## src/rtl/lpp_pkg.sv

```systemverilog
// Shared types, constants and register codes of the linear pixel predictor.
// Depends on nothing; every other file of the block imports it.
`default_nettype none

package lpp_pkg;

    localparam int PIX_W         = 8;
    localparam int COEF_W        = 5;
    localparam int SHIFT_W       = 3;
    localparam int WIDTH_W       = 13;
    localparam int ROW_W         = 16;
    localparam int COL_OUT_W     = 12;
    localparam int SUM_W         = 16;
    localparam int CFG_ADDR_W    = 3;
    localparam int DEF_MAX_WIDTH = 4096;

    localparam logic [WIDTH_W-1:0] RST_IMAGE_WIDTH = WIDTH_W'(640);
    localparam logic [COEF_W-1:0]  RST_COEF_LEFT   = COEF_W'(1);
    localparam logic [ROW_W-1:0]   ROW_MAX         = {ROW_W{1'b1}};

    typedef enum logic [CFG_ADDR_W-1:0] {
        CFG_IMAGE_WIDTH    = 3'd0,
        CFG_COEF_LEFT      = 3'd1,
        CFG_COEF_UP        = 3'd2,
        CFG_COEF_LEFT_LEFT = 3'd3,
        CFG_COEF_UP_LEFT   = 3'd4,
        CFG_COEF_UP_UP     = 3'd5,
        CFG_COEF_UP_RIGHT  = 3'd6,
        CFG_SUM_SHIFT      = 3'd7
    } cfg_idx_t;

    // red in the lowest byte, as on the input bus
    typedef struct packed {
        logic [PIX_W-1:0] blue;
        logic [PIX_W-1:0] green;
        logic [PIX_W-1:0] red;
    } pixel_t;

    typedef struct packed {
        logic signed [COEF_W-1:0] left;
        logic signed [COEF_W-1:0] up;
        logic signed [COEF_W-1:0] left_left;
        logic signed [COEF_W-1:0] up_left;
        logic signed [COEF_W-1:0] up_up;
        logic signed [COEF_W-1:0] up_right;
        logic [SHIFT_W-1:0]       shift;
    } pred_cfg_t;

    localparam pred_cfg_t RST_PRED_CFG = '{
        left:      RST_COEF_LEFT,
        up:        '0,
        left_left: '0,
        up_left:   '0,
        up_up:     '0,
        up_right:  '0,
        shift:     '0
    };

    // result item, red residual in the lowest bits, padded to whole bytes
    typedef struct packed {
        logic [3:0]           pad;
        logic [ROW_W-1:0]     row;
        logic [COL_OUT_W-1:0] col;
        logic [PIX_W-1:0]     res_blue;
        logic [PIX_W-1:0]     res_green;
        logic [PIX_W-1:0]     res_red;
    } result_t;

endpackage

`default_nettype wire

```

## src/rtl/lpp_chan_pred.sv

```systemverilog
// One color channel: six-tap weighted sum into a register, then shift,
// clamp to 0..255 and residual modulo 256. Uses lpp_pkg.
`default_nettype none

module lpp_chan_pred (
    input  wire logic                      aclk,
    input  wire logic                      en,
    input  wire lpp_pkg::pred_cfg_t        cfg,
    input  wire logic [lpp_pkg::PIX_W-1:0] pix_l,
    input  wire logic [lpp_pkg::PIX_W-1:0] pix_u,
    input  wire logic [lpp_pkg::PIX_W-1:0] pix_ll,
    input  wire logic [lpp_pkg::PIX_W-1:0] pix_ul,
    input  wire logic [lpp_pkg::PIX_W-1:0] pix_uu,
    input  wire logic [lpp_pkg::PIX_W-1:0] pix_ur,
    input  wire logic [lpp_pkg::PIX_W-1:0] pix_cur,
    output logic      [lpp_pkg::PIX_W-1:0] residual
);
    import lpp_pkg::*;

    function automatic logic signed [SUM_W-1:0] tap(
        input logic signed [COEF_W-1:0] c,
        input logic [PIX_W-1:0]         p
    );
        logic signed [SUM_W-1:0] cw;
        logic signed [SUM_W-1:0] pw;
        cw = SUM_W'(c);
        pw = $signed({{(SUM_W-PIX_W){1'b0}}, p});
        return cw * pw;
    endfunction

    logic signed [SUM_W-1:0] sum_next, sum_reg;
    logic [PIX_W-1:0]        cur_reg;
    logic signed [SUM_W-1:0] shifted;
    logic [PIX_W-1:0]        pred;

    assign sum_next = tap(cfg.left, pix_l) + tap(cfg.up, pix_u)
                    + tap(cfg.left_left, pix_ll) + tap(cfg.up_left, pix_ul)
                    + tap(cfg.up_up, pix_uu) + tap(cfg.up_right, pix_ur);

    always_ff @(posedge aclk) begin
        if (en) begin
            sum_reg <= sum_next;
            cur_reg <= pix_cur;
        end
    end

    // arithmetic shift rounds toward minus infinity
    assign shifted = sum_reg >>> cfg.shift;

    always_comb begin
        if (shifted[SUM_W-1]) begin
            pred = '0;
        end else if (|shifted[SUM_W-2:PIX_W]) begin
            pred = {PIX_W{1'b1}};
        end else begin
            pred = shifted[PIX_W-1:0];
        end
    end

    assign residual = cur_reg - pred;

endmodule

`default_nettype wire

```

## config.mk

```make
export PLATFORM = sky130hd
export DESIGN_NAME = lpp_chan_pred
export DESIGN_NICKNAME = d
export VERILOG_FILES = /design/src/rtl/lpp_pkg.sv /design/src/rtl/lpp_chan_pred.sv
export SDC_FILE = /design/constraint.sdc
export NUM_CORES = 1
export LEC_CHECK = 0
export ABC_CLOCK_PERIOD_IN_PS = 8900
export BUFFER_PORTS_ARGS = -buffer_cell sky130_fd_sc_hd__buf_2
export CORE_UTILIZATION = 30
export CTS_CLUSTER_SIZE = 16
export DETAILED_ROUTE_END_ITERATION = 12
export PLACE_DENSITY = 0.52
export SYNTH_ARGS = -nofsm -noshare
export SYNTH_HDL_FRONTEND = slang
export SYNTH_SLANG_ARGS = --single-unit
export TNS_END_PERCENT = 20
```

## constraint.sdc

```tcl
create_clock -name aclk -period 8.9 [get_ports aclk]
set_input_delay 0.445 -clock aclk [delete_from_list [all_inputs] [get_ports aclk]]
set_output_delay 0.445 -clock aclk [all_outputs]
set_load 0.005 [all_outputs]
```

==> impl_metrics.json <==
{
  "status": "finished, final reports clean",
  "first_global_vias": 8233,
  "port_buffers": 98,
  "synth_edf_count": 24,
  "cp-startpoint": "cfg[27]",
  "muxShareOfSynthArea_pct": 1.96,
  "nets": 1677,
  "synth_fa_ha_area_share_pct": 58.5,
  "cpLargestDelayFamily": "adder cells",
  "vias": 7373,
  "dp.cells": 1682,
  "finalCritPeriodShare_pct": 80.2,
  "synth_area_leaders": "fa_1, ha_1, inv_1, edfxtp_1, and2_1",
  "critical_path.slowest_cell": "clkinv_1",
  "syn_nets": 1587,
  "final-max-slew-violation-count": 0,
  "drive_gt1_share_pct": 9.39,
  "viasPerCell": 4.37,
  "syn_area_per_cell_um2": 9.51,
  "num-fill-cells": 3709,
  "grt_max_degree": 25,
  "crit_buf_inv": 4,
  "setup_viol": 0,
  "ios": 99,
  "area_growth_syn_to_layout_pct": 10.1,
  "ys.warnings.count": 0,
  "die_y_um": 192,
  "synthSimpleGateAreaFrac_pct": 13.9,
  "final_antenna_net_count": 0,
  "hold_viol": 0,
  "gr-total-overflow": 0,
  "drv_cap": 0,
  "busiest_layer": "met2",
  "drt_iter0_markers": 212,
  "synth_ff_type": "edfxtp_1",
  "slew_headroom_pct": 61.9,
  "routabilityCongestion": 0.856,
  "start_kind": "primary input",
  "rsz0062_at_grt": "no",
  "arrival_ps": 7140,
  "synth_xor_area_share_pct": 3.24,
  "crit_path_end": "sum_reg[14]",
  "path_cells": "buf_2, clkinv_1, nor2_1, fa_1, fa_1, fa_1, fa_1, fa_1, fa_1, fa_1, inv_1, fa_1, inv_1, ha_1, and4_1, o21ai_0, o21ai_1, a31oi_1, o21ai_0, xor2_1",
  "cts-htree-levels": 1,
  "cp.depth": 20,
  "synth-seq-area-share_pct": 6.67,
  "fin_tns_setup_ps": 0,
  "grtUsageTotal_pct": 15.3,
  "critical-path-max-stage-delay_ps": 600,
  "cts_buffers": 3,
  "antenna_found_initial": 0,
  "drt_first_pass_iters": 4,
  "post-dp-hpwl_um": 23800,
  "grt_pass1_wl_um": 43200,
  "postCtsHoldBufs": 0,
  "path_common_cell": "fa_1",
  "largest_register_ffs": 16,
  "clockRootBuffer": "clkbuf_16",
  "synthArstFlopShare_pct": 0,
  "clkTransAtPathRegs_ps": 60,
  "ctsResizeCount": 0,
  "required_ps": 8900,
  "cts_setup_buffers": 0,
  "cts_tree": "done",
  "yosysTopAreaCell": "fa_1",
  "core_area_um2": 35500,
  "ys_seq_elements": 24,
  "worst_pin_slew_ps": 571,
  "fin_cells": 1687,
  "path_class": "in -> reg",
  "min_period_ps": 7140,
  "die_x_um": 192,
  "routedWlPerCell_um": 15.6,
  "mappedNetlistArea_um2": 10800,
  "synth_top_area_share_pct": 44.5,
  "cts.sink_count": 24,
  "grt_util_met3_pct": 0.402,
  "hold_path_class": "in -> reg",
  "dp_slack_ps": 1420,
  "worst_slack_ps": 1760,
  "grt_util_met2_pct": 29.4,
  "critPathMaxFanout": 20,
  "synth_cells": 1136,
  "synth_compound_area_share_pct": 4.39,
  "max_freq_ghz": 0.140,
  "ys_types": 48,
  "wirelength_um": 26300,
  "die-area_um2": 36800,
  "endpoint_kind": "flip-flop",
  "synth_top_family_by_area": "adder cells",
  "initial_core_util_pct": 30.4,
  "drc": 0,
  "use_met1_pct": 19.5,
  "placement_rows": 69,
  "clk_path_buf_depth": 2
}
==> cell type report <==
| cell class | instances | area [um2] | share of cell area (%) |
|---|---|---|---|
| diodes | 1 | 2.50 | 0.0210 |
| clock buffers | 3 | 75.1 | 0.631 |
| clock inverters | 1 | 3.75 | 0.0315 |
| inverters | 313 | 1170 | 9.87 |
| multi-input cells | 786 | 8850 | 74.4 |
| flip-flops and latches | 24 | 721 | 6.06 |
| well taps | 461 | 577 | 4.85 |
| repair buffers | 98 | 490 | 4.12 |
==> cells in the mapped netlist (2+ instances only) <==
library cell and instances:
edfxtp_1 24, mux2i_1 11, nor3_1 3, mux4_2 3, o21bai_1 4, nand2b_1 17, a31oi_1 6, nor2b_1 4
inv_1 309, o21ai_0 16, nand2_1 102, xnor2_1 32, ha_1 120, buf_2 5, buf_1 2, o211ai_1 3
a21o_1 7, a211o_1 2, o21a_1 6, and2_1 110, nand4_1 2, a21oi_1 13, nor2_1 53, xor2_1 8
clkbuf_1 6, mux2_2 3, and3_1 2, clkinv_1 4, fa_1 240
==> worst min-delay path by stage <==
stage               startpoint         end  slack [ps]  cells after the start
CTS                 pix_cur[5]  cur_reg[5]         360                      1
global placement    pix_cur[1]  cur_reg[1]         620                      1
detailed placement  pix_cur[1]  cur_reg[1]         620                      1
floorplan           pix_cur[0]  cur_reg[0]         540                      0
finish              pix_cur[5]  cur_reg[5]         360                      1
global route        pix_cur[0]  cur_reg[0]         350                      1
==> kinds of logic (layout without fill, tap and decap cells) <==
logic type,Yosys count,after routing
other,0,1
muxes,17,17
xor gates and xnor gates,40,40
and+or+nand+nor,300,300
AOI/OAI and AO/OA,68,68
adders and majority gates,361,361
DFF,24,24
buffers and inverters,326,415
==> layer usage <==
layer | up-vias | wire, um | share of wire [%]
li1 | 3533 | - | -
met1 | 3727 | 11300 | 43
met2 | 104 | 14200 | 54
met3 | 9 | 582 | 2.2
met4 | 0 | 153 | 0.58
met5 | - | 0 | 0
==> placed cells by master (no fill, tap or decap), types with 11 or more instances in the layout <==
cell / n
and2_1: 110
edfxtp_1: 24
mux2i_1: 11
nand2_1: 102
fa_1: 240
nand2b_1: 17
a21oi_1: 13
xnor2_1: 32
o21ai_0: 16
inv_1: 309
nor2_1: 53
buf_2: 98
ha_1: 120
==> through the flow <==
| stage | instance area (um2) | hold slack, ps | utilization (%) |
|---|---|---|---|
| floorplan | 10800 | 544 | - |
| global placement | 11800 | 623 | 33.3 |
| detailed placement | 11800 | 624 | 33.3 |
| CTS | 11900 | 356 | 33.5 |
| global route | 11900 | 352 | 33.5 |
| finish | 11900 | 360 | 33.5 |
Power is not shown: default switching activity piles up to over one toggle a cycle in this logic, so the estimate is an artifact.
