===== src/rtl/lpp_pkg.sv =====
// Shared types, constants and register codes of the linear pixel predictor.
// Depends on nothing; every other file of the block imports it.
`default_nettype none

package lpp_pkg;

    localparam int PIX_W         = 8;
    localparam int COEF_W        = 5;
    localparam int SHIFT_W       = 3;
    localparam int WIDTH_W       = 13;
    localparam int ROW_W         = 16;
    localparam int COL_OUT_W     = 12;
    localparam int SUM_W         = 16;
    localparam int CFG_ADDR_W    = 3;
    localparam int DEF_MAX_WIDTH = 4096;

    localparam logic [WIDTH_W-1:0] RST_IMAGE_WIDTH = WIDTH_W'(640);
    localparam logic [COEF_W-1:0]  RST_COEF_LEFT   = COEF_W'(1);
    localparam logic [ROW_W-1:0]   ROW_MAX         = {ROW_W{1'b1}};

    typedef enum logic [CFG_ADDR_W-1:0] {
        CFG_IMAGE_WIDTH    = 3'd0,
        CFG_COEF_LEFT      = 3'd1,
        CFG_COEF_UP        = 3'd2,
        CFG_COEF_LEFT_LEFT = 3'd3,
        CFG_COEF_UP_LEFT   = 3'd4,
        CFG_COEF_UP_UP     = 3'd5,
        CFG_COEF_UP_RIGHT  = 3'd6,
        CFG_SUM_SHIFT      = 3'd7
    } cfg_idx_t;

    // red in the lowest byte, as on the input bus
    typedef struct packed {
        logic [PIX_W-1:0] blue;
        logic [PIX_W-1:0] green;
        logic [PIX_W-1:0] red;
    } pixel_t;

    typedef struct packed {
        logic signed [COEF_W-1:0] left;
        logic signed [COEF_W-1:0] up;
        logic signed [COEF_W-1:0] left_left;
        logic signed [COEF_W-1:0] up_left;
        logic signed [COEF_W-1:0] up_up;
        logic signed [COEF_W-1:0] up_right;
        logic [SHIFT_W-1:0]       shift;
    } pred_cfg_t;

    localparam pred_cfg_t RST_PRED_CFG = '{
        left:      RST_COEF_LEFT,
        up:        '0,
        left_left: '0,
        up_left:   '0,
        up_up:     '0,
        up_right:  '0,
        shift:     '0
    };

    // result item, red residual in the lowest bits, padded to whole bytes
    typedef struct packed {
        logic [3:0]           pad;
        logic [ROW_W-1:0]     row;
        logic [COL_OUT_W-1:0] col;
        logic [PIX_W-1:0]     res_blue;
        logic [PIX_W-1:0]     res_green;
        logic [PIX_W-1:0]     res_red;
    } result_t;

endpackage

`default_nettype wire


===== src/rtl/lpp_out_skid.sv =====
// Output register plus one skid entry for result items.
// Ready toward the pipeline is registered. Uses lpp_pkg.
`default_nettype none

module lpp_out_skid (
    input  wire logic              aclk,
    input  wire logic              aresetn,
    input  wire logic              push,
    input  wire lpp_pkg::result_t  push_data,
    output logic                   push_ready,
    output logic                   m_tvalid,
    input  wire logic              m_tready,
    output lpp_pkg::result_t       m_data
);
    import lpp_pkg::*;

    logic    out_valid_reg, skid_valid_reg;
    result_t out_data_reg, skid_data_reg;
    logic    pop;

    assign pop = out_valid_reg && m_tready;

    always_ff @(posedge aclk) begin
        if (!aresetn) begin
            out_valid_reg  <= 1'b0;
            skid_valid_reg <= 1'b0;
        end else if (skid_valid_reg) begin
            if (pop) begin
                skid_valid_reg <= 1'b0;
            end
        end else if (push) begin
            if (!out_valid_reg || pop) begin
                out_valid_reg <= 1'b1;
            end else begin
                skid_valid_reg <= 1'b1;
            end
        end else if (pop) begin
            out_valid_reg <= 1'b0;
        end
    end

    always_ff @(posedge aclk) begin
        if (skid_valid_reg) begin
            if (pop) begin
                out_data_reg <= skid_data_reg;
            end
        end else if (push) begin
            if (!out_valid_reg || pop) begin
                out_data_reg <= push_data;
            end else begin
                skid_data_reg <= push_data;
            end
        end
    end

    assign push_ready = !skid_valid_reg;
    assign m_tvalid   = out_valid_reg;
    assign m_data     = out_data_reg;

endmodule

`default_nettype wire


===== config.mk =====
export PLATFORM = sky130hd
export DESIGN_NAME = lpp_out_skid
export DESIGN_NICKNAME = d
export VERILOG_FILES = /design/src/rtl/lpp_pkg.sv /design/src/rtl/lpp_out_skid.sv
export SDC_FILE = /design/constraint.sdc
export NUM_CORES = 1
export LEC_CHECK = 0
export BUFFER_PORTS_ARGS = -buffer_cell sky130_fd_sc_hd__buf_4
export CAP_MARGIN = 15
export CORE_UTILIZATION = 45
export CTS_CLUSTER_SIZE = 8
export DETAILED_ROUTE_END_ITERATION = 7
export HOLD_SLACK_MARGIN = 0.02
export PLACE_DENSITY = 0.77
export SYNTH_ARGS = -nofsm -noshare
export SYNTH_HDL_FRONTEND = slang
export SYNTH_SLANG_ARGS = --single-unit

===== constraint.sdc =====
create_clock -name aclk -period 4.2 [get_ports aclk]
set_input_delay 0.63 -clock aclk [delete_from_list [all_inputs] [get_ports aclk]]
set_output_delay 0.63 -clock aclk [all_outputs]
set_load 0.05 [all_outputs]

==> impl_metrics.tcl, run 1 <==
set metrics [dict create \
    maxSlewHeadroom_pct 33.1 \
    synth_edf_count 112 \
    max_cap_violations 0 \
    timing.rr.start "m_tvalid" \
    drcViolationCount 0 \
    synth_ff_type "edfxtp_1" \
    fmax_ghz 0.465 \
    power_mw 3.17 \
    drive_above_1_share_pct 62.7 \
    fp.dieH_um 101 \
    critical_path_class "flip-flop to flip-flop" \
    pre_cts_ws_ns 1.68 \
    dieArea_sq_um 10200 \
    grt_usage_pct 15.6 \
    std_cell_rows 35 \
    overflow 0 \
    routed_wl_um 7330 \
    place_congestion 0.710 \
    drtPass1Iterations 6 \
    post-route-period-util_pct 51.2 \
    yosysTopAreaCellShare_pct 76.6 \
    setup_tns_ns 0 \
    ant_nets 0 \
    drtIter0Drc 67 \
    cts_buffers 17 \
    fin_ws_ns 2.05 \
    insertion_delay_ns 0.50 \
    synth_commonest_cells "112 x edfxtp_1, 56 x mux2_4, 7 x buf_6, 3 x inv_1" \
    start_kind "flip-flop" \
    reg2reg_depth 2 \
    clk_path_buf_depth 2 \
    fin_skew_ns 0.00655 \
    top_level_ports 118 \
    syn_inst 189 \
    cts.sinks 114 \
    slew_violations 0 \
    postCtsSetupRepairBufs 0 \
    wl_per_cell_um 15.8 \
    grt_max_degree 57 \
    cts_hold_buf 0 \
    root_buffer "clkbuf_8" \
    htree_levels 4 \
    yosysTopAreaCell "edfxtp_1" \
    antenna_found_initial 0 \
    final_hold_viol_count 0 \
    cts_tree "done" \
    layout.nets 382 \
    ys_ff_latch 114 \
    whs_path_depth 1 \
    rsz0062_at_grt "no" \
    grt_pass1_vias 2212 \
    synth_cell_types 13 \
    outcome "completed" \
    cp_max_fo 40 \
    clkTransAtPathRegs_ns 0.06 \
    min_from "push_data[54]" \
    worstSetupEndpointType "flip-flop" \
    nFillCells 653 \
    synthToLayoutAreaGrowth_pct 36.1 \
    diodes 0 \
    worstPathArrival_ns 2.33 \
    setup_viol 0 \
    syn_nets 249 \
    fin_crit_ns 2.15 \
    p_per_area_nw_per_um2 530 \
    ctsResizeCount 0 \
    crit_required_ns 4.38 \
    yosys-top-cells-area "edfxtp_1 77%, mux2_4 19%, buf_6 1.8%, dfxtp_1 0.91%, inv_1 0.26%" \
    final_util_pct 64.1 \
    via_per_inst 4.56 \
    ys_seq_area_share_pct 77.5 \
    die-width_um 101 \
    yosysMostFrequentCell "edfxtp_1" \
    syn_area_sq_um 4390 \
    multiInputGateArea_sq_um 912 \
    yosysWarnings 0 \
    worst_slew_pin_slew_ns 1.00 \
    via_count 2116 \
    hold_path_class "primary input to flip-flop" \
    fin_hold_ws_ns 0.314 \
    portBuffers 117 \
    core_area_sq_um 9330 \
    leakage_nw 2.35 \
    ff_latch_area_sq_um 3410 \
    startpoint "m_tvalid" \
    async_reset_ff_share_pct 0 \
    hpwl_um 4790 \
    synth_area_per_cell_sq_um 23.2 \
    peakVddDrop_mv 0.239 \
    start_util_pct 47.1 \
    grt_pass1_wl_um 11300 \
]
## power breakdown
part | switching (mW) | total (mW) | leakage [nW] | internal (mW)
logic | 0.266 | 0.435 | 1.01 | 0.169
registers | 0.0194 | 1.35 | 1.07 | 1.33
clock network | 0.486 | 1.38 | 0.279 | 0.896
total | 0.772 | 3.17 | 2.35 | 2.40
## worst max-delay path, stage by stage, from the launching register on
cell     delay [ns]
dfxtp_1        0.47
and4_2         0.95
buf_4          0.39
## worst paths after layout
check | endpoint | slack (ns)
max | skid_data_reg[8] | 2.05
min | skid_data_reg[54] | 0.31
max reg2reg | skid_data_reg[8] | 2.05
min reg2reg | m_data[12] | 0.55
## cell usage in the layout, fill, tap and decap left out
cell type,count
buf_4,121
edfxtp_1,112
mux2_4,56
clkbuf_16,16
clkinv_2,4
inv_1,3
bufinv_16,3
clkinvlp_4,3
clkinv_1,2
clkinv_4,2
mux2i_1,1
a21oi_4,1
and4_2,1
a21oi_1,1
a211oi_1,1
nor2b_1,1
nand2_1,1
nand3b_1,1
o21ai_1,1
clkbuf_8,1
inv_6,1
dfxtp_1,1
dfxtp_4,1
## routing by layer
| metal | GRT usage [%] | wire length (um) |
|---|---|---|
| met2 | 24.1 | 3620 |
| met3 | 7.21 | 577 |
| met4 | 8.03 | 61 |
| met5 | 0 | 0 |
| met1 | 18.3 | 3080 |
## final cells by class
class,count,area share (%)
tap,129,2.70
clock inverter,15,2.78
multi-input combinational,65,15.3
inverter,3,0.188
timing repair buffer,121,15.2
sequential,114,57.0
clock buffer,17,6.92
## per-stage QoR
stage,area [sq um],std cells
floorplan,4390,189
global placement,5400,432
detailed placement,5400,432
CTS,5980,464
global route,5980,464
finish,5980,464
## cell families (layout without fill, tap and decap cells)
group | after synthesis | in the layout | share of synthesized area (%)
AND/OR/NAND/NOR | 4 | 4 | 0.598
flip-flops | 114 | 114 | 77.5
multiplexers | 57 | 57 | 19.4
buffers and inverters | 10 | 156 | 2.05
AO/OA/AOI/OAI | 4 | 4 | 0.513
Power figures use the tool's default switching activity.
==> run 2, diff against run 1 <==
--- a/config.mk
+++ b/config.mk
@@ -5,6 +5,7 @@
 export SDC_FILE = /design/constraint.sdc
 export NUM_CORES = 1
 export LEC_CHECK = 0
+export ABC_AREA = 1
 export BUFFER_PORTS_ARGS = -buffer_cell sky130_fd_sc_hd__buf_4
 export CAP_MARGIN = 15
 export CORE_UTILIZATION = 45
==> constraint.sdc (replaced) <==
create_clock -name aclk -period 1.7 [get_ports aclk]
set_input_delay 0.255 -clock aclk [delete_from_list [all_inputs] [get_ports aclk]]
set_output_delay 0.255 -clock aclk [all_outputs]
set_load 0.05 [all_outputs]
==> impl_metrics.tcl, run 2 <==
set metrics [dict create \
    syn_area_sq_um 4200 \
    nFillCells 583 \
    crit_required_ns 1.44 \
    syn_inst 314 \
    final_hold_viol_count 0 \
    core_area_sq_um 8890 \
    crit_chain "inv_2 > buf_8 > buf_6" \
    hold_path_class "primary input to flip-flop" \
    highest_layer "met4" \
    diodes 0 \
    post-route-period-util_pct 95.5 \
    min_from "m_tready" \
    ff_latch_area_sq_um 3410 \
    multiInputGateArea_sq_um 714 \
    drtIter0Drc 137 \
    cp_top_family "buffers and inverters" \
    cts.sinks 114 \
    via_count 2955 \
    yosys-top-cells-area "edfxtp_1 80%, nand2_1 16%, buf_6 1.1%, dfxtp_1 0.95%, buf_2 0.71%" \
    via_per_inst 4.75 \
    fmax_ghz 0.616 \
    whs_endpoint "m_tvalid" \
    drive_above_1_share_pct 30.9 \
    place_congestion 0.706 \
    drtPass1Iterations 7 \
    std_cell_rows 34 \
    timing.rr.start "m_tvalid" \
    grt_pass1_vias 3067 \
    yosysTopAreaCell "edfxtp_1" \
    wl_per_cell_um 14.7 \
    whs_path_depth 4 \
    maxSlewHeadroom_pct 79.6 \
    routed_wl_um 9160 \
    htree_levels 4 \
    crit_buf_inv 3 \
    clkTransAtPathRegs_ns 0.05 \
    critical_path.max_stage_delay_ns 0.35 \
    met1Wirelength_um 3770 \
    syn_nets 374 \
    synth_commonest_cells "175 x nand2_1, 112 x edfxtp_1, 6 x buf_2, 5 x nor2_1" \
    top_level_ports 118 \
    critical_path_class "flip-flop to output pin" \
    start_kind "flip-flop" \
    route.met3.wl_um 498 \
    start_util_pct 47.3 \
    overflow 0 \
    r2r_end "skid_data_reg[50]" \
    yosysWarnings 0 \
    insertion_delay_ns 0.50 \
    dieArea_sq_um 9730 \
    synth_area_per_cell_sq_um 13.4 \
    fin_crit_ns 1.62 \
    die-width_um 98.6 \
    critPathSlowestCell "dfxtp_2" \
    synth_edf_count 112 \
    hpwl_um 5320 \
    leakage_nw 2.73 \
    root_buffer "clkbuf_8" \
    grt_pass1_wl_um 14700 \
    grt_usage_pct 20.3 \
    layout.nets 562 \
    synth_ff_type "edfxtp_1" \
    reg2reg_slack_ns 0.38 \
    portBuffers 117 \
    synthToLayoutAreaGrowth_pct 52.2 \
    rsz0062_at_grt "no" \
    final_util_pct 71.9 \
    drcViolationCount 0 \
    mostFrequentLayoutCells "173 x nand2_1, 120 x buf_4, 112 x edfxtp_1" \
    reg2reg_depth 3 \
    async_reset_ff_share_pct 0 \
    final_common_cell "nand2_1" \
    worst_slew_pin_slew_ns 0.306 \
    dr_wl_met2_um 4810 \
    setup_viol 0 \
    worstSetupEndpointType "output pin" \
    p_per_area_nw_per_um2 1230 \
    fp.dieH_um 98.6 \
    clk_path_buf_depth 2 \
    ys_ff_latch 114 \
    cts_buffers 17 \
    yosysTopAreaCellShare_pct 80.0 \
    cp_max_fo 31 \
    ant_nets 0 \
    ys_seq_area_share_pct 81.0 \
    worstPathArrival_ns 1.37 \
    slew_violations 0 \
    fin_skew_ns 0.00757 \
    yosysMostFrequentCell "nand2_1" \
    cts_tree "done" \
    grt_max_degree 34 \
    setup_tns_ns 0 \
    antenna_found_initial 0 \
    outcome "completed" \
    peakVddDrop_mv 0.748 \
    max_cap_violations 0 \
    synth_cell_types 12 \
    postCtsSetupRepairBufs 0 \
]
## run 2: metrics by stage
stage               worst slack [ns]  hold slack, ns  power [mW]  cells  instance area [sq um]
floorplan                     -0.628           0.354        4.06    314                   4230
global placement               0.302           0.443        4.44    534                   5250
detailed placement             0.263           0.444        4.46    534                   5250
CTS                          0.00958          0.0266        7.91    622                   6390
global route                 0.00574          0.0633        8.15    622                   6400
finish                        0.0762          0.0494        7.87    622                   6400
## run 2: cell type report
cell class	count	area share, %
Clock buffer	18	6.53
Multi-Input combinational cell	182	11.2
Timing Repair Buffer	182	24.4
Sequential cell	114	53.3
Clock inverter	13	2.25
Inverter	5	0.293
Tap cell	108	2.11
## run 2: routing by layer
layer / GRT usage, % / vias up
met5: 0 / -
met4: 6.89 / 0
met3: 6.95 / 11
met2: 35.5 / 116
met1: 23.2 / 1397
li1: - / 1431
## run 2: kinds of logic after synthesis
family | after synthesis | share of synthesized area, %
compound gates | 1 | 0.119
simple gates | 181 | 16.2
buf+inv | 18 | 2.68
flops | 114 | 81.0
## run 2: how the worst max path moves through the flow
stage	from	endpoint	slack, ns	cells after the start
global placement	m_tready	skid_data_reg[47]	0.30	5
detailed placement	m_tready	skid_data_reg[46]	0.26	5
CTS	skid_valid_reg	push_ready	0.01	3
finish	skid_valid_reg	push_ready	0.08	3
floorplan	m_tvalid	skid_data_reg[0]	-0.63	2
global route	skid_valid_reg	push_ready	0.006	3
## run 2: power breakdown
part / leakage, nW / internal, mW / switching (mW)
Sequential: 1.07 / 3.30 / 0.0565
Combinational: 1.39 / 0.410 / 0.750
Clock: 0.269 / 2.19 / 1.16
Total: 2.73 / 5.90 / 1.96
## run 2: timing repair
item                                    CTS  global route
hold endpoints to repair                 77             0
endpoints found under the setup margin    1             1
hold buffers                             57             0
resized for setup                         2             1
## run 2: worst register-to-register path, cell delays in order, from the launching register on
cell and delay [ns]:
dfxtp_4 0.37, nand2_4 0.06, nor3_4 0.21, buf_4 0.34
